`src/rtl/pgg_pkg.sv`:
```
`default_nettype none
// ----------------------------------------------------------------------------
// pgg_pkg
// Shared types, constants and tables for the polar go-to-goal controller.
// ----------------------------------------------------------------------------
package pgg_pkg;

  localparam int CORDIC_STEPS = 16;
  localparam int TABLE_LEN    = 24;
  localparam int CORDIC_N     = (CORDIC_STEPS > TABLE_LEN) ? TABLE_LEN : CORDIC_STEPS;
  localparam int SQRT_STEPS   = 25;             // result bits of the root
  localparam int SQ_W         = 2 * SQRT_STEPS; // radicand width
  localparam int SQ_TOP       = SQ_W - 2;       // exponent of the top trial bit
  localparam int CHAIN_LEN    = SQRT_STEPS;     // covers every CORDIC step too
  localparam int IDX_W        = 5;

  localparam int ANG_PI     = 205887;
  localparam int ANG_TWO_PI = 411775;
  localparam int ANG_PI_4   = 51472;

  localparam int CFG_IDX_W = 3;
  localparam logic [CFG_IDX_W-1:0] REG_GAIN_DISTANCE = 3'd0;
  localparam logic [CFG_IDX_W-1:0] REG_GAIN_HEADING  = 3'd1;
  localparam logic [CFG_IDX_W-1:0] REG_GAIN_FINAL    = 3'd2;
  localparam logic [CFG_IDX_W-1:0] REG_END_TOL       = 3'd3;
  localparam logic [CFG_IDX_W-1:0] REG_MID_TOL       = 3'd4;
  localparam logic [CFG_IDX_W-1:0] REG_FWD_LIMIT     = 3'd5;
  localparam logic [CFG_IDX_W-1:0] REG_TURN_LIMIT    = 3'd6;

  typedef struct packed {
    logic               valid;
    logic               reached;
    logic               zero;   // dx = dy = 0, angle taken as 0
    logic signed [18:0] th;
    logic signed [18:0] gth;
    logic signed [27:0] x;
    logic signed [27:0] y;
    logic signed [19:0] z;
    logic [SQ_W-1:0]    num;
    logic [SQ_W-1:0]    res;
  } cell_t;

  function automatic logic [15:0] atan_entry(input logic [IDX_W-1:0] i);
    logic [15:0] v;
    case (i)
      5'd0:    v = 16'd51472;
      5'd1:    v = 16'd30386;
      5'd2:    v = 16'd16055;
      5'd3:    v = 16'd8150;
      5'd4:    v = 16'd4091;
      5'd5:    v = 16'd2047;
      5'd6:    v = 16'd1024;
      5'd7:    v = 16'd512;
      5'd8:    v = 16'd256;
      5'd9:    v = 16'd128;
      5'd10:   v = 16'd64;
      5'd11:   v = 16'd32;
      5'd12:   v = 16'd16;
      5'd13:   v = 16'd8;
      5'd14:   v = 16'd4;
      5'd15:   v = 16'd2;
      5'd16:   v = 16'd1;
      default: v = 16'd0;
    endcase
    return v;
  endfunction

endpackage
`default_nettype wire

```
`src/rtl/pgg_back.sv`:
```
`default_nettype none
// ----------------------------------------------------------------------------
// pgg_back
// Angle wrap, gain products, rounding and saturation into the output register.
// ----------------------------------------------------------------------------
module pgg_back (
  input  wire logic           clk,
  input  wire logic           rst,
  input  wire logic           en,
  input  wire pgg_pkg::cell_t din,
  input  wire logic [23:0]    gain_distance,
  input  wire logic [23:0]    gain_heading,
  input  wire logic [23:0]    gain_final_angle,
  input  wire logic [20:0]    forward_limit,
  input  wire logic [20:0]    turn_limit,
  output logic                out_valid,
  output logic signed [21:0]  forward_velocity,
  output logic signed [21:0]  turn_velocity,
  output logic                reached
);
  import pgg_pkg::*;

  // wrap stage
  logic signed [21:0] a_raw, a_w, b_raw, b_1, b_2, a_abs;
  logic               v0, r0, kill0;
  logic signed [21:0] alpha0, beta0;
  logic [24:0]        rho0;

  always_comb begin
    a_raw = (din.zero ? 22'sd0 : 22'(din.z)) - 22'(din.th);
    if (a_raw > 22'sd205887)        a_w = a_raw - 22'sd411775;
    else if (a_raw <= -22'sd205887) a_w = a_raw + 22'sd411775;
    else                            a_w = a_raw;
    b_raw = 22'(din.gth) - a_w - 22'(din.th);
    if (b_raw > 22'sd205887)        b_1 = b_raw - 22'sd411775;
    else if (b_raw <= -22'sd205887) b_1 = b_raw + 22'sd411775;
    else                            b_1 = b_raw;
    if (b_1 > 22'sd205887)          b_2 = b_1 - 22'sd411775;
    else if (b_1 <= -22'sd205887)   b_2 = b_1 + 22'sd411775;
    else                            b_2 = b_1;
    a_abs = (a_w < 0) ? -a_w : a_w;
  end

  always_ff @(posedge clk) begin
    if (en) begin
      r0     <= din.reached;
      alpha0 <= a_w;
      beta0  <= b_2;
      rho0   <= din.res[24:0];
      kill0  <= a_abs > 22'(ANG_PI_4);
    end
  end

  // product stage
  logic               v1, r1, kill1;
  logic [48:0]        pf1;
  logic signed [46:0] pa1, pb1;

  always_ff @(posedge clk) begin
    if (en) begin
      r1    <= r0;
      kill1 <= kill0;
      pf1   <= rho0 * gain_distance;
      pa1   <= alpha0 * signed'({1'b0, gain_heading});
      pb1   <= beta0 * signed'({1'b0, gain_final_angle});
    end
  end

  // round and saturate
  logic [49:0]        fsum;
  logic [33:0]        fq;
  logic signed [48:0] tsum;
  logic signed [32:0] tq, tlim;
  logic [21:0]        fsat;
  logic signed [21:0] tsat;

  always_comb begin
    fsum = 50'(pf1) + 50'd32768;
    fq   = fsum[49:16];
    if (kill1)                        fsat = 22'd0;
    else if (fq > 34'(forward_limit)) fsat = 22'(forward_limit);
    else                              fsat = fq[21:0];
    tsum = 49'(pa1) + 49'(pb1) + 49'sd32768;
    tq   = tsum[48:16];
    tlim = signed'({12'b0, turn_limit});
    if (tq > tlim)       tsat = tlim[21:0];
    else if (tq < -tlim) tsat = 22'(-tlim);
    else                 tsat = tq[21:0];
  end

  always_ff @(posedge clk) begin
    if (en) begin
      reached          <= r1;
      forward_velocity <= r1 ? 22'sd0 : signed'(fsat);
      turn_velocity    <= r1 ? 22'sd0 : tsat;
    end
  end

  always_ff @(posedge clk) begin
    if (rst) begin
      v0        <= 1'b0;
      v1        <= 1'b0;
      out_valid <= 1'b0;
    end else if (en) begin
      v0        <= din.valid;
      v1        <= v0;
      out_valid <= v1;
    end
  end

endmodule
`default_nettype wire

```
`config.mk`:
```
export PLATFORM = sky130hd
export DESIGN_NAME = pgg_back
export DESIGN_NICKNAME = d
export VERILOG_FILES = /design/src/rtl/pgg_pkg.sv /design/src/rtl/pgg_back.sv
export SDC_FILE = /design/constraint.sdc
export NUM_CORES = 2
export LEC_CHECK = 0
export BUFFER_PORTS_ARGS = -buffer_cell sky130_fd_sc_hd__buf_4
export CAP_MARGIN = 30
export CORE_UTILIZATION = 65
export CTS_CLUSTER_SIZE = 24
export DETAILED_ROUTE_END_ITERATION = 10
export PLACE_DENSITY_LB_ADDON = 0.25
export REMOVE_ABC_BUFFERS = 1
export SYNTH_ARGS = -nofsm -noshare
export SYNTH_HDL_FRONTEND = slang
export SYNTH_SLANG_ARGS = --single-unit
```
`constraint.sdc`:
```
create_clock -name clk -period 17 [get_ports clk]
set_clock_uncertainty 0.15 [all_clocks]
set_input_delay 3.4 -clock clk [delete_from_list [all_inputs] [get_ports clk]]
set_output_delay 3.4 -clock clk [all_outputs]
set_load 0.05 [all_outputs]
```
==> results.yml <==
finish:
  area_growth_pct: 5.91
  drive_above_1_share: 0.0550
  final_util: 0.694
  final_nets: 10500
  fin_cells: 9504
  n_fill_cell: 8603
drt:
  drt_pass1_iterations: 7
  drt-initial-drc-count: 4271
  drc: 0
  antenna_left: 0
  routed-via-count: 55700
  wl_um: 181000
  routedWlPerCell_um: 19.1
  vias_per_cell: 5.86
sta:
  maxSlewViolCount: 0
  setup_viol: 0
  worst_slew_pin_slew_ps: 1080
  fin_crit_sh: 0.887
  hold_viol_final: 0
  maxSlewHeadroom: 0.282
  post-route-min-period_ps: 15080
  whs_ps: 275
  finalSetupTns_ps: 0
  rsz0062_at_grt: "false"
  fmax_ghz: 0.0663
worst_setup_path:
  crit_type: "in2reg"
  slowest_delay_ps: 710
  startpoint: "din[214]"
  crit_top_cell: "ha_1"
  cp_max_fo: 20
  cp-end-kind: "register"
  cp.arrival_ps: 15260
  cpMaxStageDelayCell: "a21boi_1"
  crit_path_start_kind: "primary input"
  required_ps: 17190
  r2r-start: "pa1[6]$_DFFE_PP_"
hold_path:
  hold_class: "reg2reg"
  min-delay-start: "kill0$_DFFE_PP_"
logic_synthesis:
  ys.flop_type: "edfxtp_1"
  synth_xor_xnor_area_share: 0.0328
  synth_cells: 7972
  async_reset_ff_frac: 0
  yosys-top-cells-count: "inv_1 (1,598), fa_1 (1,398), nand2_1 (1,263)"
  synth_top_area_cell: "fa_1"
  synth_top_family_by_area: "adder cells"
  ys_seq_elements: 249
  syn_area_mm2: 0.0724
  synth-seq-area-share: 0.103
  synthMuxAreaShare: 0.00396
  yosysTopAreaCellShare: 0.387
  synth_compound_area_frac: 0.0732
  synth_most_common_cell: "inv_1"
  synth-simple-area-share: 0.165
  synthDistinctLibCells: 100
  synth.area.top_cells: "fa_1 (39%), ha_1 (13%), edfxtp_1 (10%)"
  synth_edf_count: 246
  yosys_warnings: 0
  synth_adder_area_share: 0.521
  syn_avg_cell_area_um2: 9.08
clock_tree:
  cts_root_buffer: "clkbuf_16"
  clock_path_buffers: 3
  ctsResizeCount: 0
  clock_sinks: 249
  htree_num_levels: 2
  cts_setup_buffers: 0
  cts-hold-fix-buffers: 0
  cts_tree: "done"
  numCtsBuffers: 34
  clkLatencyLatePin_ps: 610
  path_clk_slew_ps: 50
status:
  status: "finished, final reports clean"
floorplan:
  coreArea_mm2: 0.111
  boundaryPins: 380
  die_w_um: 336
  rows: 122
  fp.dieH_um: 336
  die_area_mm2: 0.113
  start_util: 0.655
global_route:
  grtUsageTotal: 0.334
  grt_max_degree: 81
  grt_pass1_vias: 59400
  grt_pass1_wl_um: 299000
  overflow: 0
  antenna_found_initial: 4
job:
  cap_violations: 0
place:
  dp.cells: 9440
  routabilityCongestion: 0.901
  dp_hpwl_um: 143000
  portBuffers: 248
==> registers in the layout, indices dropped and copies added, names as in the netlist <==
signal	cells
alpha0	22
beta0	22
forward_velocity	22
kill0	1
kill1	1
out_valid	1
pa1	47
pb1	47
pf1	34
r0	1
r1	1
reached	1
rho0	25
turn_velocity	22
v0	1
v1	1
==> final cells by class <==
class	count	area [µm²]	area share
well taps	1488	1860	0.0243
repair buffers	323	2630	0.0343
diodes	1	2.50	0.0000326
inverters	1599	6000	0.0783
flip-flops and latches	249	7450	0.0972
clock buffers	37	883	0.0115
multi-input cells	5785	57700	0.752
clock inverters	22	171	0.00224
==> metal layers <==
| metal | GRT usage | share of wire | wire (µm) | up-vias |
|---|---|---|---|---|
| li1 | - | - | - | 24800 |
| met1 | 0.432 | 0.39 | 70000 | 27900 |
| met2 | 0.566 | 0.49 | 88400 | 2508 |
| met3 | 0.0436 | 0.080 | 14500 | 509 |
| met4 | 0.143 | 0.045 | 8190 | 6 |
| met5 | 0 | 0.00022 | 40 | - |
==> per-stage QoR <==
stage | setup WS [ps] | area [µm²]
finish | 1920 | 76700
global route | 846 | 76700
floorplan | 3300 | 71100
CTS | 2180 | 76500
detailed placement | 1580 | 75500
global placement | 1820 | 75300
==> logic make-up after synthesis <==
family	count (synthesis)
adder cells (fa/ha/maj)	2176
flip-flops	249
AND/OR/NAND/NOR	2530
buffers and inverters	1938
XOR/XNOR	271
other	1
multiplexers	28
AO/OA/AOI/OAI	779
==> critical path, delay by kind of cell <==
family | cells | cell delay, ps
muxes | 1 | 140
xor gates and xnor gates | 4 | 1340
adders and majority gates | 4 | 1150
buffers and inverters | 4 | 550
AOI/OAI and AO/OA | 19 | 5830
and+or+nand+nor | 9 | 2830
==> final timing paths <==
kind,cells past startpoint,slack [ps],end
setup / recovery,41,1920,beta0[10]$_DFFE_PP_
hold / removal,0,270,kill1$_DFFE_PP_
setup reg to reg,28,7390,turn_velocity[5]$_SDFFCE_PP0P_
hold reg to reg,0,270,kill1$_DFFE_PP_
==> placed cells by master, fill, tap and decap left out, types with 19 or more instances in the layout <==
| master | n |
|---|---|
| inv_1 | 1598 |
| fa_1 | 1398 |
| nand2_1 | 1263 |
| ha_1 | 777 |
| and2_1 | 512 |
| buf_4 | 312 |
| nor2_1 | 246 |
| edfxtp_1 | 246 |
| xnor2_1 | 205 |
| a21oi_1 | 197 |
| o21ai_0 | 115 |
| nor3_1 | 88 |
| nand2b_1 | 81 |
| a21o_1 | 77 |
| nand3_1 | 77 |
| a211oi_1 | 67 |
| xor2_1 | 66 |
| nor2b_1 | 61 |
| o21a_1 | 46 |
| or3_1 | 38 |
| and3_1 | 36 |
| clkbuf_16 | 35 |
| nand4_1 | 34 |
| a31oi_1 | 33 |
| or2_2 | 29 |
| o211ai_1 | 23 |
| mux2i_1 | 23 |
| o21bai_1 | 19 |
| o31ai_1 | 19 |
| nor4_1 | 19 |
Power is not shown: default switching activity piles up to over one toggle a cycle in this logic, so the estimate is an artifact.
